**src/hw/rtl/osq_pkg.sv**
```systemverilog
`default_nettype none

package osq_pkg;

  localparam int unsigned WordW = 32;
  localparam int unsigned PosW  = 7;
  localparam int unsigned CmdW  = 4;
  localparam int unsigned StatW = 2;

  typedef enum logic [CmdW-1:0] {
    CMD_INS_HEAD = 4'd0,
    CMD_INS_TAIL = 4'd1,
    CMD_INS_POS  = 4'd2,
    CMD_DEL_HEAD = 4'd3,
    CMD_DEL_TAIL = 4'd4,
    CMD_DEL_POS  = 4'd5,
    CMD_FIND_FST = 4'd6,
    CMD_FIND_LST = 4'd7,
    CMD_COUNT    = 4'd8
  } cmd_e;

  typedef enum logic [StatW-1:0] {
    STAT_OK      = 2'd0,
    STAT_BAD_POS = 2'd1,
    STAT_FULL    = 2'd2,
    STAT_EMPTY   = 2'd3
  } status_e;

  typedef enum logic [1:0] {
    CELL_HOLD = 2'd0,
    CELL_INS  = 2'd1,
    CELL_DEL  = 2'd2
  } cell_op_e;

  typedef enum logic {
    ST_IDLE = 1'b0,
    ST_SCAN = 1'b1
  } state_e;

  // broadcast from the controller to every cell
  typedef struct packed {
    cell_op_e          op;
    logic [WordW-1:0]  key;
  } cell_ctrl_t;

endpackage

`default_nettype wire

```
**src/hw/rtl/osq_cell.sv**
```systemverilog
`default_nettype none

module osq_cell #(
  parameter int unsigned DEPTH = 64,
  parameter int unsigned IDX   = 0
) (
  input  wire                                 clk_i,
  input  osq_pkg::cell_ctrl_t                 ctrl_i,
  input  wire  [$clog2(DEPTH)-1:0]            at_i,
  input  wire  [$clog2(DEPTH+1)-1:0]          len_i,
  input  wire  [osq_pkg::WordW-1:0]           prev_i,
  input  wire  [osq_pkg::WordW-1:0]           next_i,
  output logic [osq_pkg::WordW-1:0]           word_o,
  output logic                                match_o,
  output logic [osq_pkg::WordW-1:0]           pick_o
);
  import osq_pkg::*;

  localparam int unsigned IW = $clog2(DEPTH);
  localparam int unsigned CW = $clog2(DEPTH + 1);

  logic [WordW-1:0] word_q, word_d;
  logic             is_at, after_at, live;

  assign is_at    = (at_i == IW'(IDX));
  assign after_at = (IW'(IDX) > at_i);
  assign live     = (CW'(IDX) < len_i);

  // insert shifts toward the tail, delete pulls from the tail side
  always_comb begin
    word_d = word_q;
    case (ctrl_i.op)
      CELL_INS: begin
        if (is_at) begin
          word_d = ctrl_i.key;
        end else if (after_at) begin
          word_d = prev_i;
        end
      end
      CELL_DEL: begin
        if (is_at || after_at) begin
          word_d = next_i;
        end
      end
      default: word_d = word_q;
    endcase
  end

  always_ff @(posedge clk_i) begin
    word_q <= word_d;
  end

  assign word_o  = word_q;
  assign match_o = live && (word_q == ctrl_i.key);
  assign pick_o  = is_at ? word_q : '0;

endmodule

`default_nettype wire

```
**config.mk**
```make
export PLATFORM = sky130hd
export DESIGN_NAME = osq_cell
export DESIGN_NICKNAME = d
export VERILOG_FILES = /design/src/hw/rtl/osq_pkg.sv /design/src/hw/rtl/osq_cell.sv
export SDC_FILE = /design/constraint.sdc
export NUM_CORES = 1
export LEC_CHECK = 0
export BUFFER_PORTS_ARGS = -buffer_cell sky130_fd_sc_hd__clkbuf_2
export CAP_MARGIN = 40
export CORE_ASPECT_RATIO = 0.7
export CORE_UTILIZATION = 43
export CTS_CLUSTER_DIAMETER = 100
export CTS_CLUSTER_SIZE = 28
export DETAILED_ROUTE_END_ITERATION = 7
export PLACE_DENSITY = 0.83
export SETUP_SLACK_MARGIN = 0.5
export SYNTH_ARGS = -nofsm -noshare
export SYNTH_HDL_FRONTEND = slang
export SYNTH_SLANG_ARGS = --single-unit
```
**constraint.sdc**
```tcl
create_clock -name clk_i -period 4.7 [get_ports clk_i]
set_input_delay 0.235 -clock clk_i [delete_from_list [all_inputs] [get_ports clk_i]]
set_output_delay 0.235 -clock clk_i [all_outputs]
set_load 0.02 [all_outputs]
```
==> impl_metrics.env <==
export IMPL_synthSimpleGateAreaFrac=0.194
export IMPL_synth_top_family_by_area="simple AND/OR/NAND/NOR gates"
export IMPL_first_pass_iters=4
export IMPL_register_area_um2=961
export IMPL_design_area_um2=3300
export IMPL_vias=2230
export IMPL_start_kind="register"
export IMPL_drive_above_1_share=0.478
export IMPL_yosys_register_bits=32
export IMPL_drc=0
export IMPL_grt_max_degree=65
export IMPL_numPortBuffers=176
export IMPL_fmax_mhz=456
export IMPL_wl_per_cell_um=14.3
export IMPL_worstPathArrival_ps=1960
export IMPL_numCtsBuffers=5
export IMPL_maxCapViolations=0
export IMPL_end_kind="primary output"
export IMPL_path_cells="xor2_1 -> nor4_1 -> nand4_1 -> a2111oi_2 -> clkbuf_2"
export IMPL_fp_dieW_um=89.1
export IMPL_ys_seq_area_frac=0.421
export IMPL_cts_sinks=32
export IMPL_holdCritPathClass="input port to register"
export IMPL_rows=21
export IMPL_gr_total_overflow=0
export IMPL_fin_nets=511
export IMPL_clockRootBuffer="clkbuf_8"
export IMPL_antenna_left=0
export IMPL_synth_xor_area_frac=0.127
export IMPL_clock_path_buffers=2
export IMPL_core_um2=4940
export IMPL_synth_cells=227
export IMPL_slew_violations=0
export IMPL_cpMaxStageDelayCell="edfxtp_1"
export IMPL_hold_viol_final=0
export IMPL_synth_area_mux_share=0.140
export IMPL_areaGrowthSynthToFinish_pct=44.2
export IMPL_fin_tns_setup_ps=0
export IMPL_pin_count=177
export IMPL_synth_cell_types=20
export IMPL_slew_headroom=0.505
export IMPL_synthesis_area_um2=2280
export IMPL_required_ps=4470
export IMPL_period_needed_ps=2190
export IMPL_vias_per_cell=4.75
export IMPL_yosys_warnings=0
export IMPL_final_common_cell="clkbuf_2"
export IMPL_synth_compound_area_frac=0.0767
export IMPL_grt_pass1_vias=2171
export IMPL_start_util=0.463
export IMPL_post_cts_resized=0
export IMPL_grt_setup_unrepaired="no"
export IMPL_post_synth_cell_area_avg_um2=10.1
export IMPL_grt_antenna_before_repair=0
export IMPL_dp_hpwl_um=5340
export IMPL_htreeDepth=2
export IMPL_synth_nets=339
export IMPL_drt_initial_drc_count=87
export IMPL_path_class="register to primary output"
export IMPL_fillers=425
export IMPL_power_leakage_nw=1.49
export IMPL_largest_register_ffs=32
export IMPL_cts_setup_buffers=0
export IMPL_ir_drop_mv=0.148
export IMPL_grt_pass1_wl_um=10200
export IMPL_die_height_um=63.0
export IMPL_cts_tree="yes"
export IMPL_synth_adder_area_share=0
export IMPL_grt_use_total=0.241
export IMPL_drt_total_wl_um=6720
export IMPL_powerDensity_nw_per_um2=194
export IMPL_crit_fanout=3
export IMPL_multi_input_area_um2=1240
export IMPL_slowest_delay_ps=430
export IMPL_gp_congestion=0.761
export IMPL_setup_viol=0
export IMPL_layout_worst_path_cycle_share=0.467
export IMPL_clkSlewWorstSetupHoldPaths_ps=70
export IMPL_antennaDiodeCount=0
export IMPL_worstMarginPinSlew_ps=742
export IMPL_die_area_um2=5610
export IMPL_status="completed"
export IMPL_ctsHoldBuffers=0
export IMPL_placed_area_um2=3220
worst max-delay path, delay by kind of cell (launching register included):
| kind | cells | cell delay, ps |
|---|---|---|
| XOR/XNOR | 1 | 180 |
| flip-flops | 1 | 430 |
| buffers and inverters | 1 | 220 |
| AND/OR/NAND/NOR | 2 | 550 |
| AO/OA/AOI/OAI | 1 | 310 |
per-layer routing:
layer | vias up | wire length, µm | track usage | share of wire
met1 | 989 | 2850 | 0.285 | 0.42
met4 | 0 | 17 | 0.0417 | 0.0025
met5 | - | 0 | 0 | 0
met3 | 2 | 482 | 0.0568 | 0.072
met2 | 101 | 3370 | 0.445 | 0.50
li1 | 1138 | - | - | -
through the flow:
stage          utilization  instances  hold WS (ps)  power [W]  setup WS [ps]
2_1_floorplan            -        227           422   0.000378           2430
3_3_place_gp         0.645        460           509   0.000441           2760
3_5_place_dp         0.651        461           514   0.000445           2760
4_1_cts              0.667        469           222   0.000645           2450
5_1_grt              0.667        469           234   0.000675           2330
6_report             0.667        469           233   0.000639           2510
power breakdown:
| group | internal [W] | leakage [nW] | total [W] | switching [W] |
|---|---|---|---|---|
| registers | 0.000319 | 0.281 | 0.000321 | 0.00000170 |
| clock network | 0.000103 | 0.0399 | 0.000200 | 0.0000973 |
| logic | 0.0000597 | 1.17 | 0.000118 | 0.0000583 |
| total | 0.000482 | 1.49 | 0.000639 | 0.000157 |
synthesized netlist by cell type:
master,instances,area [µm²]
nand2_1,32,120
and2_1,32,200
nor4_2,3,37.5
edfxtp_1,32,961
nor4_1,5,31.3
xor2_1,28,245
clkbuf_1,9,33.8
and3_1,1,6.26
buf_6,1,11.3
buf_2,1,5.00
a2111oi_2,1,15.0
nand3_1,2,10.0
o21ai_0,32,160
nor2b_1,1,6.26
xnor2_1,5,43.8
buf_8,3,45.0
nor3_1,1,5.00
nand4_1,2,12.5
mux2i_1,32,320
nor2_1,4,15.0
final timing paths:
kind  cells after the start           startpoint  slack, ps                    to
max                       5  word_o[9]$_DFFE_PP_       2510               match_o
min                       3           next_i[12]        230  word_o[12]$_DFFE_PP_
cell families after synthesis:
logic type      Yosys count
simple gates             83
compound gates           33
xor+xnor                 33
mux                      32
flops                    32
buf+inv                  14
cell type report:
type / instances / area share
Tap cell: 69 / 0.0262
Clock inverter: 1 / 0.00114
Timing Repair Buffer: 179 / 0.280
Multi-Input combinational cell: 181 / 0.378
Sequential cell: 32 / 0.292
Clock buffer: 7 / 0.0232
(Power assumes the default switching activity.)
