### config.mk
export PLATFORM = sky130hd
export DESIGN_NAME = osq_scan
export DESIGN_NICKNAME = d
export VERILOG_FILES = /design/src/hw/rtl/osq_scan.sv
export SDC_FILE = /design/constraint.sdc
export NUM_CORES = 1
export LEC_CHECK = 0
export ABC_AREA = 1
export BUFFER_PORTS_ARGS = -buffer_cell sky130_fd_sc_hd__buf_2
export CORE_MARGIN = 5
export CORE_UTILIZATION = 54
export DETAILED_ROUTE_END_ITERATION = 8
export GPL_TIMING_DRIVEN = 0
export MAX_ROUTING_LAYER = met4
export PLACE_DENSITY = 0.8
export SETUP_SLACK_MARGIN = 0.2
export SKIP_LAST_GASP = 1
export SLEW_MARGIN = 15
export SYNTH_ARGS = -nofsm -noshare
export SYNTH_HDL_FRONTEND = slang
export SYNTH_SLANG_ARGS = --single-unit
### constraint.sdc
create_clock -name clk_i -period 1.7 [get_ports clk_i]
set_input_delay 0.085 -clock clk_i [delete_from_list [all_inputs] [get_ports clk_i]]
set_output_delay 0.085 -clock clk_i [all_outputs]
set_load 0.02 [all_outputs]
### src/hw/rtl/osq_scan.sv
`default_nettype none

module osq_scan #(
  parameter int unsigned DEPTH = 64
) (
  input  wire                          clk_i,
  input  wire                          rst_ni,
  input  wire                          start_i,
  input  wire  [DEPTH-1:0]             hits_i,
  input  wire  [$clog2(DEPTH+1)-1:0]   len_i,
  output logic                         busy_o,
  output logic [$clog2(DEPTH+1)-1:0]   first_o,
  output logic [$clog2(DEPTH+1)-1:0]   last_o,
  output logic [$clog2(DEPTH+1)-1:0]   count_o
);

  localparam int unsigned IW = $clog2(DEPTH);
  localparam int unsigned CW = $clog2(DEPTH + 1);

  logic [DEPTH-1:0] hits_q, hits_d;
  logic [IW-1:0]    k_q, k_d;
  logic [CW-1:0]    len_q, len_d;
  logic             busy_q, busy_d;
  logic [CW-1:0]    first_q, first_d;
  logic [CW-1:0]    last_q, last_d;
  logic [CW-1:0]    cnt_q, cnt_d;
  logic [CW-1:0]    cur_pos;

  assign cur_pos = CW'(k_q) + CW'(1);

  // walks the registered hit vector one cell per cycle
  always_comb begin
    hits_d  = hits_q;
    k_d     = k_q;
    len_d   = len_q;
    busy_d  = busy_q;
    first_d = first_q;
    last_d  = last_q;
    cnt_d   = cnt_q;
    if (start_i) begin
      hits_d  = hits_i;
      k_d     = '0;
      len_d   = len_i;
      busy_d  = (len_i != '0);
      first_d = '0;
      last_d  = '0;
      cnt_d   = '0;
    end else if (busy_q) begin
      if (hits_q[k_q]) begin
        cnt_d  = cnt_q + CW'(1);
        last_d = cur_pos;
        if (first_q == '0) begin
          first_d = cur_pos;
        end
      end
      k_d = k_q + IW'(1);
      if (cur_pos == len_q) begin
        busy_d = 1'b0;
      end
    end
  end

  always_ff @(posedge clk_i or negedge rst_ni) begin
    if (!rst_ni) begin
      busy_q <= 1'b0;
    end else begin
      busy_q <= busy_d;
    end
  end

  always_ff @(posedge clk_i) begin
    hits_q  <= hits_d;
    k_q     <= k_d;
    len_q   <= len_d;
    first_q <= first_d;
    last_q  <= last_d;
    cnt_q   <= cnt_d;
  end

  assign busy_o  = busy_q;
  assign first_o = first_q;
  assign last_o  = last_q;
  assign count_o = cnt_q;

endmodule

`default_nettype wire
==> out/results.ini <==
[worst_setup_path]
timing.rr.end=first_o[4]
cpMaxStageDelayCell=dfxtp_4
cp_max_fo=10
startpoint_type=flop
cpLargestDelayFamily=simple AND/OR/NAND/NOR gates
required_ns=1.98
crit_chain=buf_12, buf_8, nand2_1, nand3_1, nand3_1, nand3_2, nand3_2, nand3_2, nand2_4, buf_6, nand4_1, a21oi_1
r2r_slack_ns=-0.25
cp-end-kind=flop
reg2reg_from=k_q[0]
worst-path-buf-inv=3
worstPathArrival_ns=2.24
crit_type=flop to flop
cp_slowest_stage_delay_ns=0.39
cp-startpoint=k_q[0]
reg2reg_depth=12
crit_top_cell=nand3_2

[synth]
synth_seq_cells=99
syn_avg_cell_area_um2=9.995
async_reset_ff_share_pct=1.010
ys_seq_area_share_pct=62.19
yosys_warnings=0
yosysUniqueCellTypes=32
synth_cells=434
synth_ff_type=edfxtp_1
syn_area_mm2=0.004338
synth-edff-count=71
synth.net_count=510

[global_route]
grt_pass1_vias=3808
antenna_found_initial=1
grt_max_degree=52
overflow=0
grt_usage_pct=24.57
grt_pass1_wl_mm=18.45

[timing]
finalMaxSlewViolations=0
setup_viol=22
min_period_ns=1.953
worst_pin_slew_ns=0.6874
setup_slack_ns=-0.2527
fmax_ghz=0.5121
period_share_pct=114.9
finClkSkew_ns=0.01430
rsz0062_at_grt=yes
hold_violations=0
hold_ws_ns=0.01416
slew_headroom_pct=53.79

[final_layout]
n_fill_cell=416
nNetsFinal=704
area_growth_pct=47.42
layout.cells.non_filler=736
drive_above_1_share_pct=33.33

[job]
drv_cap=0

[routing]
dr_total_vias=3876
wire_per_inst_um=16.52
drtIter0Drc=305
routed_via_density=5.266
drc=0
firstDrtPassIters=9
drt-total-wl_mm=12.16
drtAntennaViolNets=0

[clock_tree]
clockRootBuffer=clkbuf_8
numCtsBuffers=9
clk_latency_ns=0.36
cts.htree.levels=3
tritoncts=done
path_clk_slew_ns=0.10
cts_buffer_depth=2
cts.sinks=99

[outcome]
status=complete, but fails checks
failed_checks=negative setup slack

[floorplan]
fp-row-count=32
core_area_mm2=0.007767
die-area_mm2=0.009925
chipWidth_um=99.63
fp.dieH_um=99.63
initial_core_util_pct=55.85
pin_count=96

[power_and_ir_drop]
power_w=0.005933
power.leakage_nw=2.846
peakVddDrop_mv=0.6945
power_density_mw_per_mm2=927.8

[placed_design]
portBuffers=95
numPlacedInstances=632
dpl.hpwl_mm=6.675
place_congestion=0.8687

[hold_path]
min_path_type=input port to async pin

-- cells in the final DEF, fill, tap and decap left out, types with 3 or more instances in the layout --
cell type | netlist | routed
buf_16 | 0 | 3
nand3_2 | 2 | 33
nand2_2 | 1 | 4
nor2_1 | 20 | 16
a21oi_2 | 1 | 4
nor2_4 | 1 | 3
xnor2_1 | 5 | 5
buf_2 | 6 | 96
o21ai_0 | 13 | 7
nand2_1 | 86 | 82
o21ai_2 | 0 | 3
dfxtp_1 | 27 | 24
buf_4 | 2 | 11
edfxtp_1 | 71 | 71
nand3_1 | 62 | 31
clkbuf_8 | 0 | 9
or2_4 | 0 | 7
buf_8 | 0 | 5
clkinvlp_4 | 0 | 3
clkbuf_1 | 2 | 3
inv_1 | 62 | 61
a21oi_1 | 17 | 14
o21ai_1 | 4 | 7
xor2_1 | 8 | 6
nand4_1 | 12 | 12
inv_6 | 0 | 3
nor2_2 | 0 | 3
buf_6 | 6 | 6
dlygate4sd3_1 | 0 | 72
o211ai_1 | 4 | 4
-- metal layers --
metal  vias up  global-route usage (%)  share of wire [%]
li1       1842                       -                  -
met2       214                   43.23                 52
met5         -                       -                  0
met4         0                   7.038                3.0
met1      1778                   27.73                 37
met3        42                   6.101                8.2
-- worst register-to-register path, cell delays in order (launching register included) --
cell and delay [ns]:
dfxtp_4 0.39, buf_12 0.15, buf_8 0.14, nand2_1 0.06, nand3_1 0.13, nand3_1 0.17
nand3_2 0.11, nand3_2 0.10, nand3_2 0.10, nand2_4 0.15, buf_6 0.13, nand4_1 0.07
a21oi_1 0.16
-- where the power goes --
| part | total, W | internal (W) | leakage [nW] | switching (W) |
|---|---|---|---|---|
| sequential | 0.00294 | 0.00282 | 0.928 | 0.000118 |
| combinational | 0.00161 | 0.000708 | 1.84 | 0.000901 |
| clock | 0.00138 | 0.000545 | 0.0799 | 0.000836 |
-- cell type report --
type	count	area [um2]	share of cell area, %
clock buffers	10	127.6	1.996
plain buffers	17	185.2	2.896
clock inverters	6	46.29	0.7239
well taps	102	127.6	1.996
flip-flops and latches	99	2704	42.28
inverters	66	265.3	4.148
diodes	1	2.502	0.03913
multi-input cells	253	1536	24.03
repair buffers	182	1400	21.89
-- what timing repair did --
| item | 4_1_cts | 5_1_grt |
|---|---|---|
| cloned | 4 | 1 |
| resized for setup | 34 | 35 |
| endpoints found under the hold margin | 72 | 0 |
| setup buffers | 6 | 4 |
| hold buffers | 72 | 0 |
| endpoints found under the setup margin | 23 | 26 |
| pin swaps | 13 | 15 |
-- registers in the layout, indices dropped and copies added, names as in the netlist --
| signal | cells |
|---|---|
| first_o | 7 |
| k_q | 6 |
| count_o | 7 |
| hits_q | 64 |
| len_q | 7 |
| busy_o | 1 |
| last_o | 7 |
-- kinds of logic after synthesis --
| kind of cell | count (synthesis) | share of synthesized area (%) |
|---|---|---|
| buf+inv | 83 | 8.595 |
| flops | 99 | 62.19 |
| compound gates | 39 | 4.817 |
| fa+ha+maj | 2 | 0.5768 |
| xor+xnor | 13 | 2.625 |
| simple gates | 198 | 21.20 |
-- cells in the mapped netlist (2+ instances only) --
| library cell | number | area [um2] |
|---|---|---|
| or2_2 | 7 | 43.79 |
| xnor2_1 | 5 | 43.79 |
| nand3_1 | 62 | 310.3 |
| nor2_1 | 20 | 75.07 |
| buf_2 | 6 | 30.03 |
| buf_6 | 6 | 67.56 |
| nand2_4 | 2 | 22.52 |
| nor4_1 | 3 | 18.77 |
| ha_1 | 2 | 25.02 |
| dfxtp_1 | 27 | 540.5 |
| nand3_2 | 2 | 20.02 |
| nand2_1 | 86 | 322.8 |
| clkinv_1 | 2 | 7.510 |
| xor2_1 | 8 | 70.07 |
| o211ai_1 | 4 | 30.03 |
| o21ai_0 | 13 | 65.06 |
| buf_4 | 2 | 15.01 |
| nand4_1 | 12 | 75.07 |
| inv_1 | 62 | 232.7 |
| clkbuf_1 | 2 | 7.510 |
| o21ai_1 | 4 | 20.02 |
| a21oi_1 | 17 | 85.08 |
| edfxtp_1 | 71 | 2132 |
-- how the worst max path moves through the flow --
| stage | end | slack (ns) | cells past startpoint |
|---|---|---|---|
| final | first_o[4] | -0.25 | 12 |
| after global routing | busy_o | -0.45 | 8 |
| after CTS | last_o[2] | -0.11 | 12 |
| after detailed placement | count_o[0] | -0.13 | 13 |
| after global placement | busy_o | -0.49 | 5 |
| after floorplan | count_o[0] | 0.13 | 14 |
-- through the flow --
step / util (%) / TNS [ns] / worst slack [ns] / cell area, um2
detailed placement: 65.19 / -2.144 / -0.1337 / 5064
global route: 82.33 / -6.607 / -0.4466 / 6395
global placement: 64.80 / -7.672 / -0.4889 / 5034
CTS: 79.90 / -1.669 / -0.1142 / 6206
finish: 82.33 / -4.415 / -0.2527 / 6395
floorplan: - / 0 / 0.1267 / 4431
(Power assumes the default switching activity.)
